<file path="src/digitizer_event_unpacker_defines.svh">
// assertion macros shared by the digitizer event unpacker rtl
`ifndef DIGITIZER_EVENT_UNPACKER_DEFINES_SVH
`define DIGITIZER_EVENT_UNPACKER_DEFINES_SVH

// same-cycle implication, disabled during reset
`define DEU_ASSERT_IMP(label, clk, rst, ante, cons) \
  label: assert property (@(posedge clk) disable iff (rst) (ante) |-> (cons)) \
    else $error("deu assertion failed");

// next-cycle implication, disabled during reset
`define DEU_ASSERT_NXT(label, clk, rst, ante, cons) \
  label: assert property (@(posedge clk) disable iff (rst) (ante) |=> (cons)) \
    else $error("deu assertion failed");

`endif

</file>
<file path="src/deu_pkg.sv">
// shared types and constants of the digitizer event unpacker
`default_nettype none

package deu_pkg;

  localparam int unsigned MAX_SPC_DEFAULT    = 65536;
  localparam int unsigned NUM_GROUPS_DEFAULT = 8;

  localparam int unsigned WORD_W    = 32;
  localparam int unsigned SIZE_W    = 28;
  localparam int unsigned NG_W      = 4;
  localparam int unsigned DIVISOR_W = 5;

  // header word positions
  localparam logic [2:0] HDR_SIZE  = 3'd0;
  localparam logic [2:0] HDR_BOARD = 3'd1;
  localparam logic [2:0] HDR_EVENT = 3'd2;
  localparam logic [2:0] HDR_TIME  = 3'd3;

  typedef enum logic [1:0] {
    KIND_SAMPLE = 2'd0,
    KIND_HEADER = 2'd1,
    KIND_ERROR  = 2'd2
  } kind_t;

  typedef struct packed {
    logic  accept;
    logic  apply_start;
    logic  store_header;
    logic  div_start;
    logic  load_spc;
    logic  setup;
    logic  emit;
    kind_t emit_kind;
    logic  last;
    logic  sample_step;
    logic  word_end;
    logic  close;
  } deu_cmd_t;

  typedef struct packed {
    logic       start;
    logic       eob;
    logic       in_event;
    logic [2:0] header_count;
    logic       left_zero;
    logic       left_one;
    logic       slot_avail;
    logic       slot_final;
    logic       div_done;
    logic       out_free;
  } deu_stat_t;

endpackage

`default_nettype wire

</file>
<file path="src/deu_div.sv">
// restoring divider, one quotient bit per cycle
`default_nettype none

module deu_div import deu_pkg::*; #(
  parameter int unsigned N_W = SIZE_W,
  parameter int unsigned D_W = DIVISOR_W
) (
  input  wire logic           clk,
  input  wire logic           rst,
  input  wire logic           start,
  input  wire logic [N_W-1:0] dividend,
  input  wire logic [D_W-1:0] divisor,
  output logic                done,
  output logic      [N_W-1:0] quotient
);

  localparam int unsigned CNT_W = $clog2(N_W + 1);

  logic             busy;
  logic [CNT_W-1:0] cnt;
  logic [D_W-1:0]   rem;
  logic [D_W-1:0]   rem_next;
  logic [D_W:0]     shifted;
  logic             ge;

  assign shifted  = {rem, quotient[N_W-1]};
  assign ge       = shifted >= {1'b0, divisor};
  assign rem_next = ge ? D_W'(shifted - {1'b0, divisor}) : D_W'(shifted);

  always_ff @(posedge clk) begin
    if (rst) begin
      busy <= 1'b0;
      done <= 1'b0;
      cnt  <= '0;
    end else begin
      done <= 1'b0;
      if (start) begin
        busy <= 1'b1;
        cnt  <= CNT_W'(N_W);
      end else if (busy) begin
        cnt <= cnt - CNT_W'(1);
        if (cnt == CNT_W'(1)) begin
          busy <= 1'b0;
          done <= 1'b1;
        end
      end
    end
  end

  always_ff @(posedge clk) begin
    if (start) begin
      rem      <= '0;
      quotient <= dividend;
    end else if (busy) begin
      rem      <= rem_next;
      quotient <= {quotient[N_W-2:0], ge};
    end
  end

endmodule

`default_nettype wire

</file>
<file path="src/deu_ctrl.sv">
// sequencer of the digitizer event unpacker
`default_nettype none

module deu_ctrl import deu_pkg::*; (
  input  wire logic      clk,
  input  wire logic      rst,
  input  wire logic      in_valid,
  output logic           in_ready,
  input  wire deu_stat_t stat,
  output deu_cmd_t       cmd
);

  typedef enum logic [8:0] {
    S_IDLE  = 9'b000000001,
    S_START = 9'b000000010,
    S_WORD  = 9'b000000100,
    S_DIV   = 9'b000001000,
    S_SETUP = 9'b000010000,
    S_HDR   = 9'b000100000,
    S_SLOT  = 9'b001000000,
    S_END   = 9'b010000000,
    S_ERR   = 9'b100000000
  } state_t;

  state_t state;
  state_t state_next;

  always_ff @(posedge clk) begin
    if (rst) begin
      state <= S_IDLE;
    end else begin
      state <= state_next;
    end
  end

  always_comb begin
    cmd        = '0;
    state_next = state;
    in_ready   = (state == S_IDLE);
    case (state)
      S_IDLE: begin
        if (in_valid) begin
          cmd.accept = 1'b1;
          state_next = S_START;
        end
      end
      S_START: begin
        if (stat.start) begin
          // an open event is abandoned first
          if (stat.in_event) begin
            if (stat.out_free) begin
              cmd.emit        = 1'b1;
              cmd.emit_kind   = KIND_ERROR;
              cmd.last        = !stat.eob;
              cmd.apply_start = 1'b1;
              state_next      = S_WORD;
            end
          end else begin
            cmd.apply_start = 1'b1;
            state_next      = S_WORD;
          end
        end else if (stat.in_event) begin
          state_next = S_WORD;
        end else begin
          state_next = S_IDLE;
        end
      end
      S_WORD: begin
        if (stat.header_count < HDR_TIME) begin
          cmd.store_header = 1'b1;
          state_next       = stat.eob ? S_ERR : S_IDLE;
        end else if (stat.header_count == HDR_TIME) begin
          cmd.div_start = 1'b1;
          state_next    = S_DIV;
        end else begin
          state_next = S_SLOT;
        end
      end
      S_DIV: begin
        if (stat.div_done) begin
          cmd.load_spc = 1'b1;
          state_next   = S_SETUP;
        end
      end
      S_SETUP: begin
        cmd.setup  = 1'b1;
        state_next = S_HDR;
      end
      S_HDR: begin
        if (stat.out_free) begin
          cmd.emit      = 1'b1;
          cmd.emit_kind = KIND_HEADER;
          cmd.last      = !(stat.eob && !stat.left_zero);
          if (stat.left_zero) begin
            cmd.close  = 1'b1;
            state_next = S_IDLE;
          end else begin
            state_next = stat.eob ? S_ERR : S_IDLE;
          end
        end
      end
      S_SLOT: begin
        if (!stat.slot_avail) begin
          state_next = S_END;
        end else if (stat.out_free) begin
          cmd.emit        = 1'b1;
          cmd.emit_kind   = KIND_SAMPLE;
          cmd.last        = stat.left_one || (stat.slot_final && !stat.eob);
          cmd.sample_step = 1'b1;
          if (stat.left_one || stat.slot_final) begin
            state_next = S_END;
          end
        end
      end
      S_END: begin
        cmd.word_end = 1'b1;
        if (stat.left_zero) begin
          cmd.close  = 1'b1;
          state_next = S_IDLE;
        end else begin
          state_next = stat.eob ? S_ERR : S_IDLE;
        end
      end
      S_ERR: begin
        if (stat.out_free) begin
          cmd.emit      = 1'b1;
          cmd.emit_kind = KIND_ERROR;
          cmd.last      = 1'b1;
          cmd.close     = 1'b1;
          state_next    = S_IDLE;
        end
      end
      default: begin
        state_next = S_IDLE;
      end
    endcase
  end

endmodule

`default_nettype wire

</file>
<file path="src/deu_dp.sv">
// header store, sample unpacking counters and output register
`default_nettype none

module deu_dp import deu_pkg::*; #(
  parameter int unsigned MAX_SAMPLES_PER_CHANNEL = MAX_SPC_DEFAULT,
  parameter int unsigned NUM_GROUPS              = NUM_GROUPS_DEFAULT
) (
  input  wire logic              clk,
  input  wire logic              rst,
  input  wire logic [WORD_W-1:0] word,
  input  wire logic              start_req,
  input  wire logic              end_of_bank,
  input  wire deu_cmd_t          cmd,
  output deu_stat_t              stat,
  input  wire logic              out_ready,
  output logic                   out_valid,
  output logic [1:0]             kind,
  output logic [3:0]             source_id,
  output logic [27:0]            event_size,
  output logic [4:0]             board_id,
  output logic [15:0]            pattern,
  output logic [7:0]             groups_enabled,
  output logic [23:0]            event_number,
  output logic [31:0]            time_tag,
  output logic [5:0]             channel,
  output logic [15:0]            sample_index,
  output logic [11:0]            sample_value,
  output logic                   last
);

  localparam int unsigned SPC_W   = $clog2(MAX_SAMPLES_PER_CHANNEL + 1);
  localparam int unsigned GLEFT_W = SPC_W + 3;
  localparam int unsigned LEFT_W  = SPC_W + 6;
  localparam logic [7:0]  GROUPS_FITTED = 8'((9'd1 << NUM_GROUPS) - 9'd1);

  function automatic logic [2:0] next_group(input logic [7:0] mask, input logic [3:0] from);
    logic [2:0] g_sel;
    g_sel = '0;
    for (int g = 7; g >= 0; g--) begin
      if (4'(g) >= from && mask[g]) g_sel = 3'(g);
    end
    return g_sel;
  endfunction

  function automatic logic [NG_W-1:0] popcount8(input logic [7:0] v);
    logic [NG_W-1:0] n;
    n = '0;
    for (int i = 0; i < 8; i++) n = n + NG_W'(v[i]);
    return n;
  endfunction

  // latched input beat
  logic [WORD_W-1:0] w_q;
  logic              start_q;
  logic              eob_q;

  // event state
  logic               in_event;
  logic [2:0]         header_count;
  logic [1:0]         word_phase;
  logic [7:0]         carry_bits;
  logic [7:0]         mask_store;
  logic [SPC_W-1:0]   spc;
  logic [2:0]         active_group;
  logic [2:0]         chan_in_group;
  logic [1:0]         triplet_pos;
  logic [15:0]        sample_base;
  logic [LEFT_W-1:0]  samples_left;
  logic [GLEFT_W-1:0] group_left;
  logic [1:0]         slot;

  // held header fields
  logic [3:0]  h_src;
  logic [27:0] h_size;
  logic [4:0]  h_board;
  logic [15:0] h_pat;
  logic [7:0]  h_mask;
  logic [23:0] h_evn;

  logic [7:0]           mask_used;
  logic [NG_W-1:0]      ng;
  logic [DIVISOR_W-1:0] divisor;
  logic                 div_done;
  logic [SIZE_W-1:0]    quotient;
  logic [1:0]           nslots;
  logic [11:0]          slot_value;
  logic [LEFT_W-1:0]    sl_dec;
  logic [GLEFT_W-1:0]   gl_dec;

  assign mask_used = h_mask & GROUPS_FITTED;
  assign ng        = popcount8(mask_used);
  assign divisor   = DIVISOR_W'(ng) * DIVISOR_W'(3);

  deu_div #(
    .N_W (SIZE_W),
    .D_W (DIVISOR_W)
  ) u_div (
    .clk      (clk),
    .rst      (rst),
    .start    (cmd.div_start),
    .dividend (h_size),
    .divisor  (divisor),
    .done     (div_done),
    .quotient (quotient)
  );

  assign nslots = (word_phase == 2'd0) ? 2'd2 : 2'd3;

  // twelve-bit sample picked from the current word and the carried bits
  always_comb begin
    case (word_phase)
      2'd0: begin
        case (slot)
          2'd0:    slot_value = w_q[11:0];
          default: slot_value = w_q[23:12];
        endcase
      end
      2'd1: begin
        case (slot)
          2'd0:    slot_value = {w_q[3:0], carry_bits};
          2'd1:    slot_value = w_q[15:4];
          default: slot_value = w_q[27:16];
        endcase
      end
      default: begin
        case (slot)
          2'd0:    slot_value = {w_q[7:0], carry_bits[3:0]};
          2'd1:    slot_value = w_q[19:8];
          default: slot_value = w_q[31:20];
        endcase
      end
    endcase
  end

  assign sl_dec = samples_left - LEFT_W'(1);
  assign gl_dec = (group_left != '0) ? group_left - GLEFT_W'(1) : '0;

  always_comb begin
    stat              = '0;
    stat.start        = start_q;
    stat.eob          = eob_q;
    stat.in_event     = in_event;
    stat.header_count = header_count;
    stat.left_zero    = (samples_left == '0);
    stat.left_one     = (samples_left == LEFT_W'(1));
    stat.slot_avail   = (samples_left != '0) && (slot < nslots);
    stat.slot_final   = (slot == nslots - 2'd1);
    stat.div_done     = div_done;
    stat.out_free     = !out_valid || out_ready;
  end

  always_ff @(posedge clk) begin
    if (cmd.accept) begin
      w_q     <= word;
      start_q <= start_req;
      eob_q   <= end_of_bank;
    end
  end

  always_ff @(posedge clk) begin
    if (cmd.store_header) begin
      case (header_count)
        HDR_SIZE: begin
          h_src  <= w_q[31:28];
          h_size <= w_q[27:0];
        end
        HDR_BOARD: begin
          h_board <= w_q[31:27];
          h_pat   <= w_q[23:8];
          h_mask  <= w_q[7:0];
        end
        HDR_EVENT: h_evn <= w_q[23:0];
        default: ;
      endcase
    end
  end

  always_ff @(posedge clk) begin
    if (rst) begin
      in_event      <= 1'b0;
      header_count  <= '0;
      word_phase    <= '0;
      carry_bits    <= '0;
      mask_store    <= '0;
      spc           <= '0;
      active_group  <= '0;
      chan_in_group <= '0;
      triplet_pos   <= '0;
      sample_base   <= '0;
      samples_left  <= '0;
      group_left    <= '0;
      slot          <= '0;
    end else begin
      if (cmd.accept) slot <= '0;
      if (cmd.apply_start) begin
        in_event     <= 1'b1;
        header_count <= '0;
        samples_left <= '0;
        word_phase   <= '0;
        carry_bits   <= '0;
      end
      if (cmd.store_header) header_count <= header_count + 3'd1;
      if (cmd.load_spc) begin
        if (ng == '0) begin
          spc <= '0;
        end else if (quotient > SIZE_W'(MAX_SAMPLES_PER_CHANNEL)) begin
          spc <= SPC_W'(MAX_SAMPLES_PER_CHANNEL);
        end else begin
          spc <= SPC_W'(quotient);
        end
      end
      if (cmd.setup) begin
        header_count  <= header_count + 3'd1;
        mask_store    <= mask_used;
        samples_left  <= LEFT_W'(LEFT_W'(ng) * LEFT_W'(spc)) << 3;
        group_left    <= GLEFT_W'(spc) << 3;
        active_group  <= next_group(mask_used, 4'd0);
        chan_in_group <= '0;
        triplet_pos   <= '0;
        sample_base   <= '0;
        word_phase    <= '0;
        carry_bits    <= '0;
      end
      if (cmd.sample_step) begin
        slot         <= slot + 2'd1;
        samples_left <= sl_dec;
        if (gl_dec == '0 && sl_dec != '0) begin
          // move on to the next enabled group
          active_group  <= next_group(mask_store, {1'b0, active_group} + 4'd1);
          chan_in_group <= '0;
          triplet_pos   <= '0;
          sample_base   <= '0;
          group_left    <= GLEFT_W'(spc) << 3;
        end else begin
          group_left <= gl_dec;
          if (triplet_pos == 2'd2) begin
            triplet_pos   <= '0;
            chan_in_group <= chan_in_group + 3'd1;
            if (chan_in_group == 3'd7) sample_base <= sample_base + 16'd3;
          end else begin
            triplet_pos <= triplet_pos + 2'd1;
          end
        end
      end
      if (cmd.word_end) begin
        case (word_phase)
          2'd0: begin
            carry_bits <= w_q[31:24];
            word_phase <= 2'd1;
          end
          2'd1: begin
            carry_bits <= {4'd0, w_q[31:28]};
            word_phase <= 2'd2;
          end
          default: begin
            carry_bits <= '0;
            word_phase <= 2'd0;
          end
        endcase
      end
      if (cmd.close) begin
        in_event     <= 1'b0;
        samples_left <= '0;
      end
    end
  end

  // output register
  always_ff @(posedge clk) begin
    if (rst) begin
      out_valid <= 1'b0;
    end else if (cmd.emit) begin
      out_valid <= 1'b1;
    end else if (out_ready) begin
      out_valid <= 1'b0;
    end
  end

  always_ff @(posedge clk) begin
    if (cmd.emit) begin
      kind           <= cmd.emit_kind;
      last           <= cmd.last;
      source_id      <= '0;
      event_size     <= '0;
      board_id       <= '0;
      pattern        <= '0;
      groups_enabled <= '0;
      event_number   <= '0;
      time_tag       <= '0;
      channel        <= '0;
      sample_index   <= '0;
      sample_value   <= '0;
      case (cmd.emit_kind)
        KIND_SAMPLE: begin
          channel      <= {active_group, chan_in_group};
          sample_index <= sample_base + 16'(triplet_pos);
          sample_value <= slot_value;
        end
        KIND_HEADER: begin
          source_id      <= h_src;
          event_size     <= h_size;
          board_id       <= h_board;
          pattern        <= h_pat;
          groups_enabled <= h_mask;
          event_number   <= h_evn;
          time_tag       <= w_q;
        end
        default: ;
      endcase
    end
  end

endmodule

`default_nettype wire

</file>
<file path="src/digitizer_event_unpacker.sv">
// top level of the digitizer event unpacker
//
// input channel: one 32-bit bank word per beat, with start_req on the first
// word of a bank and end_of_bank on the last word present.
// output channel: one result per beat, kind 0 sample, 1 event header,
// 2 truncated event error; last marks the final result caused by one word.
// a word is held while its results go out one per cycle, as long as the
// receiver does not stall, through an output register, so the next word
// is taken while the final beat still waits. the fourth header word waits
// on the one-bit-per-cycle divider that works out samples per channel
// before the header beat is given. a stalled receiver holds the sequencer
// on its current result; nothing is dropped. synchronous reset closes any
// open event and empties the output register; no clearing pass is needed
// and a word is taken the cycle after.
`default_nettype none

`include "digitizer_event_unpacker_defines.svh"

module digitizer_event_unpacker import deu_pkg::*; #(
  parameter int unsigned MAX_SAMPLES_PER_CHANNEL = MAX_SPC_DEFAULT,
  parameter int unsigned NUM_GROUPS              = NUM_GROUPS_DEFAULT
) (
  input  wire logic        clk,
  input  wire logic        rst,
  input  wire logic        in_valid,
  output logic             in_ready,
  input  wire logic [31:0] word,
  input  wire logic        start_req,
  input  wire logic        end_of_bank,
  output logic             out_valid,
  input  wire logic        out_ready,
  output logic [1:0]       kind,
  output logic [3:0]       source_id,
  output logic [27:0]      event_size,
  output logic [4:0]       board_id,
  output logic [15:0]      pattern,
  output logic [7:0]       groups_enabled,
  output logic [23:0]      event_number,
  output logic [31:0]      time_tag,
  output logic [5:0]       channel,
  output logic [15:0]      sample_index,
  output logic [11:0]      sample_value,
  output logic             last
);

  // commands from the sequencer, status back from the datapath
  deu_cmd_t  cmd;
  deu_stat_t stat;

  // all sample fields at zero
  logic sample_clear;

  deu_ctrl u_ctrl (
    .clk      (clk),
    .rst      (rst),
    .in_valid (in_valid),
    .in_ready (in_ready),
    .stat     (stat),
    .cmd      (cmd)
  );

  // header store, unpacking counters, divider and output register
  deu_dp #(
    .MAX_SAMPLES_PER_CHANNEL (MAX_SAMPLES_PER_CHANNEL),
    .NUM_GROUPS              (NUM_GROUPS)
  ) u_dp (
    .clk            (clk),
    .rst            (rst),
    .word           (word),
    .start_req      (start_req),
    .end_of_bank    (end_of_bank),
    .cmd            (cmd),
    .stat           (stat),
    .out_ready      (out_ready),
    .out_valid      (out_valid),
    .kind           (kind),
    .source_id      (source_id),
    .event_size     (event_size),
    .board_id       (board_id),
    .pattern        (pattern),
    .groups_enabled (groups_enabled),
    .event_number   (event_number),
    .time_tag       (time_tag),
    .channel        (channel),
    .sample_index   (sample_index),
    .sample_value   (sample_value),
    .last           (last)
  );

  assign sample_clear = (channel == 6'd0) && (sample_index == 16'd0) && (sample_value == 12'd0);

  // a waiting beat is never overwritten
  `DEU_ASSERT_IMP(a_emit_free, clk, rst, cmd.emit, stat.out_free)
  // every loaded result is offered on the next cycle
  `DEU_ASSERT_NXT(a_emit_shown, clk, rst, cmd.emit, out_valid)
  // sample fields stay clear outside sample beats
  `DEU_ASSERT_IMP(a_hdr_clean, clk, rst, out_valid && kind != KIND_SAMPLE, sample_clear)

endmodule

`default_nettype wire

</file>
<file path="config.mk">
export PLATFORM = sky130hd
export DESIGN_NAME = digitizer_event_unpacker
export DESIGN_NICKNAME = d
export VERILOG_FILES = /design/src/deu_pkg.sv /design/src/deu_div.sv /design/src/deu_ctrl.sv /design/src/deu_dp.sv /design/src/digitizer_event_unpacker.sv
export VERILOG_INCLUDE_DIRS = /design/src /design/src/src
export SDC_FILE = /design/constraint.sdc
export NUM_CORES = 1
export LEC_CHECK = 0
export ABC_CLOCK_PERIOD_IN_PS = 12000
export BUFFER_PORTS_ARGS = -buffer_cell sky130_fd_sc_hd__buf_2
export CORE_AREA = 2 2 146 254
export DETAILED_ROUTE_END_ITERATION = 8
export DIE_AREA = 0 0 148 256
export GPL_TIMING_DRIVEN = 0
export PLACE_DENSITY = 0.82
export SLEW_MARGIN = 20
export SYNTH_ARGS = -nofsm -noshare
export SYNTH_HDL_FRONTEND = slang
export SYNTH_SLANG_ARGS = --single-unit
</file>
<file path="constraint.sdc">
create_clock -name clk -period 12 [get_ports clk]
set_input_delay 1.8 -clock clk [delete_from_list [all_inputs] [get_ports clk]]
set_output_delay 1.8 -clock clk [all_outputs]
set_load 0.03 [all_outputs]
</file>
**After elaboration in Yosys (flattened, before gate mapping)**

Index checks and enable logic that the tools add are counted.

- Reduce and logical (&&, ||, !) cells: 43
- $mul: 2
- Bitwise operators: 1
- Magnitude comparators: 12
- Equality and inequality tests: 27
- Add/sub/neg operators: 19
- Mux-type cells: 112

Operator list:

| kind | number |
|---|---|
| $mux W9 | 13 |
| $mux W3 | 27 |
| $pmux W9 S9 | 1 |
| $mux W16 | 5 |
| $mux W20 | 4 |
| $pmux W12 S2 | 3 |
| $mux W23 | 3 |
| $mux W28 | 2 |
| $reduce_bool A23 Y1 | 2 |
| $mux W17 | 2 |
| $gt A28 B17 Y1 const B | 1 |
| $mux W5 | 5 |
| $add A4 B1 Y4 | 6 |
| $mux W8 | 3 |
| $eq A23 B1 Y1 const B | 1 |
| $logic_not A23 Y1 | 1 |
| $mux W1 | 23 |
| $sub A23 B1 Y23 const B | 1 |
| $logic_not A20 Y1 | 1 |
| $mul A4 B17 Y20 | 1 |
| $mux W2 | 10 |
| $mux W4 | 5 |
| $reduce_bool A20 Y1 | 1 |
| $sub A20 B1 Y20 const B | 1 |
| 55 further kinds | 94 |

- Logic and storage cells: 258
- Register bits after elaboration: 431

**Longest topological paths before layout**

Gate-level depths: netlist (run 1).

- Depth in word-level cells: 13
- Mapped depth: 24

**By module**

A second synthesis (run 1) with hierarchy kept.

- Cells, all modules: 1995
- Area, all modules: 21503.1 µm²

Modules (own cells, without submodules):

| module | area each (µm²) | times used | cells each | seq. area each (µm²) |
|---|---|---|---|---|
| deu_dp | 18679.2 | 1 | 1724 | 10380.0 |
| deu_div | 1936.9 | 1 | 146 | 1081.0 |
| deu_ctrl | 887.1 | 1 | 125 | 180.2 |

**Worst setup path before layout (run 1)**

No wires, ideal clock.

- Path kind: reg-to-reg
- From: register u_dp.h_mask[0]
- To: register u_dp.samples_left[22]
- Path slack: 5.524 ns
- Data arrival time: 6.350 ns
- Buffers on the path: 1
- Stages on the path, launching flop included: 22
- Path through: edfxtp_1 > ha_1 > inv_1 > fa_1 > fa_1 > fa_1 > fa_1 > xnor2_1 > clkbuf_1 > nand2_1 > fa_1 > inv_1 > fa_1 > ha_1 > a211oi_1 > o211ai_1 > a311oi_1 > nor2_1 > o31a_1 > o41ai_1 > mux2i_1 > o22ai_1

- Longest elaborated chain between the ends: 10

Ends and longest elaborated chain:

| item | RTL line | text |
|---|---|---|
| start, declared | deu_dp.sv:77 | `logic [7:0] h_mask;` |
| start signal, assigned | deu_dp.sv:170 | `h_mask <= w_q[7:0];` |
| $add A1 B1 Y2 | deu_dp.sv:48 | `for (int i = 0; i < 8; i++) n = n + NG_W'(v[i]);` |
| $add A4 B1 Y4 (6 in series) | deu_dp.sv:48 |  |
| $mul A4 B17 Y20 | deu_dp.sv:215 | `samples_left <= LEFT_W'(LEFT_W'(ng) * LEFT_W'(spc)) << 3;` |
| $mux W23 | deu_dp.sv:212 | `if (cmd.setup) begin` |
| $mux W23 | deu_dp.sv:224 | `if (cmd.sample_step) begin` |
| end signal, assigned | deu_dp.sv:215 |  |
| end signal, assigned | deu_dp.sv:226 | `samples_left <= sl_dec;` |
| end, declared | deu_dp.sv:68 | `logic [LEFT_W-1:0] samples_left;` |

No other way between the ends.
A chain may end at the register's enable or synchronous reset.

**Final worst setup path (run 1)**

Ends and elaborated chain as after synthesis.

==> flow_metrics.env, run 1 <==
export IMPL_cts_setup_buffers=0
export IMPL_worst_pin_slew_ns=1.080
export IMPL_synthFlopType="edfxtp_1"
export IMPL_hold_ws_ns=0.4659
export IMPL_crit_slowest_cell="xnor2_1"
export IMPL_finalMaxSlewViolations=0
export IMPL_syn_cell_area_um2=21210
export IMPL_power_density_nw_per_um2=123.8
export IMPL_critPathLaunchType="register"
export IMPL_finalPower_mw=2.996
export IMPL_grt_use_total_pct=32.51
export IMPL_cts_sinks=431
export IMPL_p_leak_nw=9.740
export IMPL_core_area_um2=35910
export IMPL_max_slew_margin_pct=27.51
export IMPL_vdd_ir_drop_worst_v=0.0001564
export IMPL_sw_frac_of_total_pct=21.38
export IMPL_post_drt_wl_per_cell_um=22.53
export IMPL_viasPerCell=6.054
export IMPL_synth_avg_cell_area_um2=10.58
export IMPL_r2r_start="u_dp.h_mask[0]"
export IMPL_fin_worst_skew_ns=0.01542
export IMPL_crit_type="register to register"
export IMPL_ios=194
export IMPL_clkTransAtPathRegs_ns=0.07
export IMPL_vias=16580
export IMPL_critPathTopFamily="adder cells"
export IMPL_num_rows=92
export IMPL_ys_ff_latch=431
export IMPL_reg2reg_depth=21
export IMPL_final_nets=2375
export IMPL_die_area_um2=37890
export IMPL_cp_common_cell="fa_1"
export IMPL_antenna_found_initial=0
export IMPL_postSynthCellCount=2004
export IMPL_clock_path_buffers=3
export IMPL_async_reset_ff_share_pct=0
export IMPL_place_congestion=0.9790
export IMPL_timing_fmax_ghz=0.1272
export IMPL_hold_path_startpoint="u_dp.mask_store[0]"
export IMPL_fillers=2701
export IMPL_grt_pass1_wl_um=94160
export IMPL_fp_dieW_um=148
export IMPL_grt_start_max_net_pins=55
export IMPL_start_util_pct=59.05
export IMPL_first_pass_iters=6
export IMPL_r2r_slack_ns=4.14
export IMPL_hold_buffers=0
export IMPL_switching_power_mw=0.6403
export IMPL_area_growth_pct=14.08
export IMPL_numPortBuffers=192
export IMPL_final_common_cell="edfxtp_1"
export IMPL_clk_insertion_delay_late_ns=0.56
export IMPL_layout_drive_gt1_share_pct=13.71
export IMPL_first_iter_violations=1350
export IMPL_crit_chain="ha_1, inv_1, fa_1, fa_1, fa_1, fa_1, xnor2_1, clkbuf_1, nand2_1, fa_1, inv_1, fa_1, ha_1, a211oi_1, o211ai_1, a311oi_1, nor2_1, o31a_1, o41ai_1, mux2i_1, o22ai_1"
export IMPL_clockPowerShare_pct=43.5
export IMPL_routed_wl_um=61720
export IMPL_layout_common_cells="301 x edfxtp_1, 230 x nand2_1, 197 x buf_2"
export IMPL_ant_nets=0
export IMPL_post_route_period_util_pct=65.50
export IMPL_synth_fp_nets=2138
export IMPL_die_height_um=256
export IMPL_combPwrFrac_pct=2.3
export IMPL_ys_seq_area_share_pct=54.89
export IMPL_grt_pass1_vias=16600
export IMPL_status="completed"
export IMPL_critPathMaxStageDelay_ns=0.85
export IMPL_cts_made_buffers=39
export IMPL_rsz0062_at_grt="false"
export IMPL_cts_tree="done"
export IMPL_final_cells=2739
export IMPL_htreeDepth=2
export IMPL_maxCapViolCount=0
export IMPL_yosysWarningCount=0
export IMPL_hold_path_depth=2
export IMPL_tns_ns=0
export IMPL_synthDistinctLibCells=80
export IMPL_grt_ovfl_total=0
export IMPL_fin_util_pct=67.36
export IMPL_diodes=0
export IMPL_dpl_cell_count=2670
export IMPL_holdPathEnd="u_dp.mask_store[0]"
export IMPL_min_path_type="register to register"
export IMPL_endpoint_kind="register"
export IMPL_cts_resized=0
export IMPL_cp_arrival_ns=8.30
export IMPL_r2r_end="u_dp.samples_left[22]"
export IMPL_seqPwrFrac_pct=54.2
export IMPL_critPathRequiredTime_ns=12.44
export IMPL_internal_power_mw=2.355
export IMPL_critPathBufInv=3
export IMPL_post_route_drc_count=0
export IMPL_setup_violations=0
export IMPL_crit_path_max_fanout=12
export IMPL_root_buffer="clkbuf_16"
export IMPL_synth_edff_count=301
export IMPL_dp_hpwl_um=46210
export IMPL_fin_crit_ns=7.860
export IMPL_timing_hold_violations_final=0
-- tightest hold or removal path: cells and delay by family (launching register included) --
kind	cells	cell delay [ns]
compound gates	1	0.06
flops	1	0.31
simple gates	1	0.05
-- cell type report --
cell class / count / area [µm²] / area share (%)
flip-flops and latches: 431 / 11640 / 48.12
clock inverters: 22 / 282.8 / 1.169
plain buffers: 101 / 415.4 / 1.717
multi-input cells: 1373 / 8792 / 36.34
well taps: 470 / 588.1 / 2.431
repair buffers: 196 / 1064 / 4.396
clock buffers: 47 / 1037 / 4.288
inverters: 99 / 371.6 / 1.536
-- worst max path at each step --
stage | from | cells past startpoint | end
after floorplan | u_dp.h_mask[0] | 21 | u_dp.samples_left[22]
after global placement | out_ready | 6 | u_dp.event_size[7]
after detailed placement | u_dp.h_mask[0] | 21 | u_dp.samples_left[22]
after CTS | u_dp.h_mask[0] | 21 | u_dp.samples_left[22]
after global routing | u_dp.h_mask[0] | 21 | u_dp.samples_left[22]
final | u_dp.h_mask[0] | 21 | u_dp.samples_left[22]
-- metal layers --
layer / part of all wire [%] / GRT usage, %
met2: 53 / 59.32
met1: 34 / 34.15
met3: 5.4 / 4.599
met4: 7.9 / 21.69
met5: 0 / 0
-- cells by family after synthesis --
kind of cell               count (synthesis)  synth area share (%)
AOI/OAI and AO/OA                        362                 11.11
xor gates and xnor gates                  54                 2.230
adders and majority gates                 96                 6.974
buffers and inverters                    200                 3.711
DFF                                      431                 54.89
muxes                                     21                 1.068
and+or+nand+nor                          840                 20.01
-- power groups by stage --
| stage | registers, mW | logic [mW] | clock network, mW |
|---|---|---|---|
| after floorplan | 1.64 | 0.0445 | 0 |
| after global placement | 1.66 | 0.0654 | 0 |
| after detailed placement | 1.66 | 0.0676 | 0 |
| after CTS | 1.62 | 0.0681 | 1.31 |
| after global routing | 1.62 | 0.0755 | 1.36 |
| final | 1.62 | 0.0688 | 1.30 |
-- state kept, by name, summed over array words and instances, names as in the netlist, 6 cells and up --
register and count:
u_dp.time_tag 32, u_dp.w_q 32, u_dp.event_size 28, u_dp.h_size 28, u_dp.u_div.quotient 28, u_dp.event_number 24, u_dp.h_evn 24, u_dp.samples_left 23
u_dp.group_left 20, u_dp.spc 17, u_dp.h_pat 16, u_dp.pattern 16, u_dp.sample_base 16, u_dp.sample_index 16, u_dp.sample_value 12, u_ctrl.state 9
u_dp.carry_bits 8, u_dp.groups_enabled 8, u_dp.h_mask 8, u_dp.mask_store 8, u_dp.channel 6
-- cells in the mapped netlist (all sizes together) (5+ instances only) --
library cell | instances | area (µm²)
a32oi | 5 | 43.79
dfxtp | 130 | 2603
nor3 | 48 | 245.2
edfxtp | 301 | 9039
o211ai | 7 | 52.55
nand2 | 231 | 867.1
nor2b | 43 | 269.0
or3 | 20 | 125.1
xor2 | 25 | 219.0
nor4 | 31 | 200.2
o21a | 6 | 45.04
nor4b | 8 | 85.08
a311oi | 7 | 61.31
a21oi | 111 | 559.3
a31oi | 29 | 196.4
xnor2 | 29 | 254.0
a41oi | 7 | 61.31
o31ai | 5 | 37.54
clkbuf | 86 | 322.8
inv | 98 | 367.9
and2 | 159 | 994.7
or4 | 5 | 41.29
nand3b | 8 | 60.06
a22oi | 36 | 275.3
o21ai | 63 | 315.3
a211oi | 29 | 222.7
mux2 | 13 | 146.4
nand3 | 33 | 165.2
ha | 59 | 738.2
mux2i | 8 | 80.08
or2 | 14 | 87.58
nand4 | 15 | 93.84
nor2 | 180 | 675.7
buf | 15 | 92.58
a21o | 10 | 75.07
nand2b | 19 | 118.9
nor3b | 8 | 60.06
fa | 37 | 740.7
o21bai | 5 | 37.54
-- through the flow --
stage / worst slack, ns / cell area (µm²)
2_1_floorplan: 5.524 / 21210
3_3_place_gp: 3.240 / 22760
3_5_place_dp: 4.193 / 22870
4_1_cts: 4.167 / 24190
5_1_grt: 3.807 / 24190
6_report: 4.140 / 24190
Note: power is estimated with default switching activity, not from simulation.
==> inputs of run 2 (changes only) <==
--- a/config.mk
+++ b/config.mk
@@ -6,13 +6,13 @@
 export SDC_FILE = /design/constraint.sdc
 export NUM_CORES = 1
 export LEC_CHECK = 0
-export ABC_CLOCK_PERIOD_IN_PS = 12000
+export ABC_CLOCK_PERIOD_IN_PS = 7100
 export BUFFER_PORTS_ARGS = -buffer_cell sky130_fd_sc_hd__buf_2
-export CORE_AREA = 2 2 146 254
+export CORE_AREA = 2 2 153 268
 export DETAILED_ROUTE_END_ITERATION = 8
-export DIE_AREA = 0 0 148 256
+export DIE_AREA = 0 0 155 270
 export GPL_TIMING_DRIVEN = 0
-export PLACE_DENSITY = 0.82
+export PLACE_DENSITY = 0.79
 export SLEW_MARGIN = 20
 export SYNTH_ARGS = -nofsm -noshare
 export SYNTH_HDL_FRONTEND = slang
==> constraint.sdc (replaced) <==
create_clock -name clk -period 7.1 [get_ports clk]
set_input_delay 1.065 -clock clk [delete_from_list [all_inputs] [get_ports clk]]
set_output_delay 1.065 -clock clk [all_outputs]
set_load 0.03 [all_outputs]
==> run 2 against run 1 <==
  * First-iteration DRC count decreased by 13%
  * Worst hold slack got worse by 0.0063 ns
  * Clock skew decreased by 0.0066 ns
  * Largest power group unchanged
==> flow_metrics.env, run 2 (synthesis results as in run 1) <==
export IMPL_critPathMaxStageDelay_ns=0.54
export IMPL_crit_path_max_fanout=12
export IMPL_vias=16410
export IMPL_layout_common_cells="301 x edfxtp_1, 230 x nand2_1, 197 x buf_2"
export IMPL_layout_drive_gt1_share_pct=14.01
export IMPL_critPathRequiredTime_ns=7.54
export IMPL_final_nets=2374
export IMPL_die_area_um2=41850
export IMPL_antenna_found_initial=0
export IMPL_viasPerCell=5.933
export IMPL_grt_use_total_pct=29.81
export IMPL_crit_chain="ha_1, inv_1, fa_1, fa_1, fa_1, fa_2, xnor2_4, buf_4, nand2_1, fa_1, inv_1, fa_1, ha_1, a211oi_2, o211ai_1, a311oi_2, nor2_1, o31a_1, o41ai_2, mux2i_1, o22ai_1"
export IMPL_power_density_nw_per_um2=206.4
export IMPL_grt_start_max_net_pins=60
export IMPL_htreeDepth=2
export IMPL_placed_area_um2=22900
export IMPL_finalMaxSlewViolations=0
export IMPL_place_congestion=0.9641
export IMPL_root_buffer="clkbuf_16"
export IMPL_ios=194
export IMPL_critPathTopFamily="adder cells"
export IMPL_largestRegisters="u_dp.time_tag (32), u_dp.w_q (32)"
export IMPL_critPathLaunchType="register"
export IMPL_crit_type="register to register"
export IMPL_post_drt_wl_per_cell_um=22.50
export IMPL_r2r_slack_ns=0.32
export IMPL_core_area_um2=39690
export IMPL_fp_dieW_um=155
export IMPL_first_iter_violations=1177
export IMPL_first_pass_iters=7
export IMPL_ant_nets=0
export IMPL_post_route_period_util_pct=95.56
export IMPL_vdd_ir_drop_worst_v=0.0002876
export IMPL_cp_arrival_ns=7.22
export IMPL_critPathBufInv=3
export IMPL_fillers=3209
export IMPL_diodes=0
export IMPL_num_rows=97
export IMPL_cts_made_buffers=39
export IMPL_finalPower_mw=4.997
export IMPL_cts_tree="done"
export IMPL_grt_pass1_wl_um=95030
export IMPL_clkTransAtPathRegs_ns=0.07
export IMPL_clock_path_buffers=3
export IMPL_start_util_pct=53.43
export IMPL_dp_hpwl_um=47270
export IMPL_numPortBuffers=192
export IMPL_final_common_cell="edfxtp_1"
export IMPL_grt_pass1_vias=16780
export IMPL_cp_common_cell="fa_1"
export IMPL_stdcell_area_um2=24210
export IMPL_status="completed"
export IMPL_die_height_um=270
export IMPL_min_path_type="register to register"
export IMPL_grt_ovfl_total=0
export IMPL_timing_hold_violations_final=0
export IMPL_area_growth_pct=14.18
export IMPL_maxCapViolCount=0
export IMPL_worst_pin_slew_ns=1.173
export IMPL_routed_wl_um=62200
export IMPL_fin_worst_skew_ns=0.008776
export IMPL_crit_slowest_cell="fa_1"
export IMPL_endpoint_kind="register"
export IMPL_p_leak_nw=9.738
export IMPL_timing_fmax_ghz=0.1474
export IMPL_fin_crit_ns=6.785
export IMPL_clk_insertion_delay_late_ns=0.56
export IMPL_post_route_drc_count=0
export IMPL_setup_violations=0
export IMPL_max_slew_margin_pct=21.22
export IMPL_cts_sinks=431
## run 2: tightest hold or removal path, stage by stage, from the launching register on
cell	delay, ns
dfxtp_1	0.31
nand2_1	0.05
a21oi_1	0.05
## run 2: what timing repair did
action                                  in CTS  in global routing
resized for setup                            7                  3
setup buffers                                0                  1
endpoints found under the setup margin      11                  2
hold buffers                                 0                  0
pin swaps                                    0                  1
## run 2: metrics by stage
step | TNS, ns | hold slack, ns | setup slack (ns) | utilization (%) | instances
6_report | 0 | 0.4596 | 0.3153 | 61.01 | 2765
2_1_floorplan | 0 | 0.4317 | 0.6245 | - | 2004
3_5_place_dp | -2.725 | 0.4495 | -0.7215 | 57.69 | 2695
4_1_cts | 0 | 0.4600 | 0.1171 | 60.96 | 2764
3_3_place_gp | -233.61 | 0.4508 | -1.520 | 57.42 | 2691
5_1_grt | -0.0008500 | 0.4791 | -0.0008500 | 61.01 | 2765
## run 2: final timing paths
check | start | end | depth (start not counted)
max | u_dp.h_mask[0] | u_dp.samples_left[22] | 21
min | u_dp.mask_store[2] | u_dp.mask_store[2] | 2
max reg2reg | u_dp.h_mask[0] | u_dp.samples_left[22] | 21
min reg2reg | u_dp.mask_store[2] | u_dp.mask_store[2] | 2
## run 2: metal layers
layer | GRT usage [%] | part of all wire, % | wire length (µm) | vias up
met5 | 0 | 0 | 0 | -
li1 | - | - | - | 7598
met1 | 29.76 | 33 | 20780 | 7901
met3 | 4.669 | 5.4 | 3377 | 236
met2 | 55.24 | 53 | 33060 | 670
met4 | 21.20 | 8.0 | 4985 | 0
## run 2: area by class of cell
class | count | area (µm²) | area share [%]
buffer | 99 | 412.9 | 1.705
clock buffer | 45 | 1020 | 4.211
clock inverter | 26 | 252.7 | 1.044
inverter | 99 | 371.6 | 1.535
multi-input combinational | 1373 | 8832 | 36.48
sequential | 431 | 11640 | 48.08
tap | 495 | 619.3 | 2.558
timing repair buffer | 197 | 1064 | 4.392
## run 2: report_power, final
part           internal (mW)  switching [mW]  leakage (nW)
combinational         0.0442          0.0770          5.00
sequential              2.70          0.0466          4.11
clock                   1.16           0.972         0.629
==> inputs of run 3 (changes only) <==
--- a/config.mk
+++ b/config.mk
@@ -6,13 +6,13 @@
 export SDC_FILE = /design/constraint.sdc
 export NUM_CORES = 1
 export LEC_CHECK = 0
-export ABC_CLOCK_PERIOD_IN_PS = 7100
+export ABC_CLOCK_PERIOD_IN_PS = 7990
 export BUFFER_PORTS_ARGS = -buffer_cell sky130_fd_sc_hd__buf_2
-export CORE_AREA = 2 2 153 268
+export CORE_AREA = 2 2 146 254
 export DETAILED_ROUTE_END_ITERATION = 8
-export DIE_AREA = 0 0 155 270
+export DIE_AREA = 0 0 148 256
 export GPL_TIMING_DRIVEN = 0
-export PLACE_DENSITY = 0.79
+export PLACE_DENSITY = 0.82
 export SLEW_MARGIN = 20
 export SYNTH_ARGS = -nofsm -noshare
 export SYNTH_HDL_FRONTEND = slang
==> constraint.sdc (replaced) <==
create_clock -name clk -period 7.99 [get_ports clk]
set_input_delay 1.1985 -clock clk [delete_from_list [all_inputs] [get_ports clk]]
set_output_delay 1.1985 -clock clk [all_outputs]
set_load 0.03 [all_outputs]
==> run 3 against run 2 <==
  * Final area is essentially flat
  * Non-clock buffer count is 1 higher
  * Largest power group unchanged
  * Highest routed layer unchanged
  * Sequential power is 11% lower
  * Utilization rose by 6.4 points
  * Largest cell class unchanged
  * Setup slack better by 0.13 ns
  * Global-route usage grew 2.7 points
  * Worst hold slack better by 0.0065 ns
  * Cell count down 0.94%
  * Critical endpoint unchanged
==> flow_metrics.env, run 3 (synthesis results as in run 1) <==
export IMPL_final_nets=2375
export IMPL_r2r_end="u_dp.samples_left[22]"
export IMPL_critPathTopFamily="adder cells"
export IMPL_hold_ws_ns=0.4662
export IMPL_root_buffer="clkbuf_16"
export IMPL_critPathRequiredTime_ns=8.43
export IMPL_die_height_um=256
export IMPL_grt_start_max_net_pins=55
export IMPL_worst_pin_slew_ns=1.094
export IMPL_clk_insertion_delay_late_ns=0.56
export IMPL_crit_chain="ha_1, inv_1, fa_1, fa_1, fa_1, fa_1, xnor2_2, clkbuf_1, nand2_1, fa_1, inv_1, fa_1, ha_1, a211oi_1, o211ai_1, a311oi_1, nor2_1, o31a_1, o41ai_1, mux2i_1, o22ai_1"
export IMPL_routed_wl_um=61700
export IMPL_dp_slack_ns=0.1827
export IMPL_grt_ovfl_total=0
export IMPL_p_leak_nw=9.738
export IMPL_hold_buffers=0
export IMPL_cts_tree="done"
export IMPL_post_route_drc_count=0
export IMPL_cp_arrival_ns=7.98
export IMPL_reg2reg_depth=21
export IMPL_place_congestion=0.9790
export IMPL_vias=16550
export IMPL_endpoint_kind="register"
export IMPL_die_area_um2=37890
export IMPL_core_area_um2=35910
export IMPL_num_rows=92
export IMPL_largestRegisters="u_dp.time_tag (32), u_dp.w_q (32)"
export IMPL_maxCapViolCount=0
export IMPL_cts_sinks=431
export IMPL_fin_crit_ns=7.541
export IMPL_post_drt_wl_per_cell_um=22.53
export IMPL_antenna_found_initial=0
export IMPL_crit_slowest_cell="fa_1"
export IMPL_area_growth_pct=14.11
export IMPL_cp_depth=21
export IMPL_critPathLaunchType="register"
export IMPL_ant_nets=0
export IMPL_grt_use_total_pct=32.51
export IMPL_hold_path_depth=2
export IMPL_clkTransAtPathRegs_ns=0.07
export IMPL_r2r_start="u_dp.h_mask[0]"
export IMPL_fin_util_pct=67.38
export IMPL_ios=194
export IMPL_numPortBuffers=192
export IMPL_timing_fmax_ghz=0.1326
export IMPL_r2r_slack_ns=0.45
export IMPL_grt_pass1_vias=16600
export IMPL_dp_hpwl_um=46210
export IMPL_grt_pass1_wl_um=94160
export IMPL_critPathMaxStageDelay_ns=0.54
export IMPL_max_slew_margin_pct=26.52
export IMPL_hold_path_startpoint="u_dp.mask_store[0]"
export IMPL_layout_drive_gt1_share_pct=13.75
export IMPL_crit_type="register to register"
export IMPL_post_route_period_util_pct=94.38
export IMPL_setup_violations=0
export IMPL_critPathBufInv=3
export IMPL_min_path_type="register to register"
export IMPL_vdd_ir_drop_worst_v=0.0002339
export IMPL_status="completed"
export IMPL_first_iter_violations=1321
export IMPL_fp_dieW_um=148
export IMPL_diodes=0
export IMPL_power_density_nw_per_um2=185.9
export IMPL_first_pass_iters=6
export IMPL_layout_common_cells="301 x edfxtp_1, 230 x nand2_1, 197 x buf_2"
export IMPL_finalMaxSlewViolations=0
export IMPL_rsz0062_at_grt="false"
export IMPL_cts_setup_buffers=0
export IMPL_start_util_pct=59.05
export IMPL_holdPathEnd="u_dp.mask_store[0]"
export IMPL_timing_hold_violations_final=0
export IMPL_setup_slack_ns=0.4494
export IMPL_clock_path_buffers=3
export IMPL_viasPerCell=6.042
export IMPL_cp_common_cell="fa_1"
export IMPL_crit_path_max_fanout=12
export IMPL_fin_worst_skew_ns=0.01488
export IMPL_cts_made_buffers=39
export IMPL_tns_ns=0
export IMPL_htreeDepth=2
export IMPL_final_common_cell="edfxtp_1"
[run 3: layout make-up]
class | instances | area, µm²
well taps | 470 | 588.1
plain buffers | 101 | 415.4
clock inverters | 22 | 282.8
clock buffers | 47 | 1037
fillers | 2699 | 11720
repair buffers | 196 | 1064
flip-flops and latches | 431 | 11640
inverters | 99 | 371.6
multi-input cells | 1373 | 8800
[run 3: metal layers]
| metal | share of wire (%) | up-vias | track usage [%] |
|---|---|---|---|
| li1 | - | 7580 | - |
| met1 | 34 | 8008 | 34.15 |
| met2 | 53 | 740 | 59.32 |
| met3 | 5.8 | 222 | 4.599 |
| met4 | 7.9 | 0 | 21.69 |
| met5 | 0 | - | 0 |
[run 3: stage by stage]
step / instance area, µm² / cells / total power, mW
after floorplan: 21210 / 2004 / 2.527
after global placement: 22760 / 2666 / 2.584
after detailed placement: 22870 / 2670 / 2.588
after CTS: 24190 / 2739 / 4.514
after global routing: 24200 / 2739 / 4.601
final: 24200 / 2739 / 4.500
[run 3: power by group]
part	switching (mW)	total [mW]	leakage, nW	internal [mW]
Sequential	0.0417	2.44	4.11	2.40
Combinational	0.0660	0.103	4.98	0.0371
Clock	0.855	1.96	0.647	1.10
[run 3: how the worst max path moves through the flow]
stage	from	endpoint	slack, ns
6_report	u_dp.h_mask[0]	u_dp.samples_left[22]	0.45
5_1_grt	u_dp.h_mask[0]	u_dp.samples_left[22]	0.12
4_1_cts	u_dp.h_mask[0]	u_dp.samples_left[22]	0.16
3_5_place_dp	u_dp.h_mask[0]	u_dp.samples_left[22]	0.18
3_3_place_gp	u_dp.samples_left[0]	u_dp.event_size[7]	-0.33
2_1_floorplan	u_dp.h_mask[0]	u_dp.samples_left[22]	1.51
[run 3: repair_timing]
item | in CTS | in global routing
gates resized for setup | 0 | 1
hold endpoints to repair | 0 | 0
endpoints found under the setup margin | 0 | 1
[run 3: worst reg2reg max path, stage by stage, from the launching register on]
cell and delay, ns:
edfxtp_1 0.51, ha_1 0.33, inv_1 0.05, fa_1 0.49, fa_1 0.42, fa_1 0.43
fa_1 0.43, xnor2_2 0.52, clkbuf_1 0.49, nand2_1 0.15, fa_1 0.52, inv_1 0.06
fa_1 0.54, ha_1 0.34, a211oi_1 0.43, o211ai_1 0.23, a311oi_1 0.31, nor2_1 0.14
o31a_1 0.31, o41ai_1 0.39, mux2i_1 0.25, o22ai_1 0.10
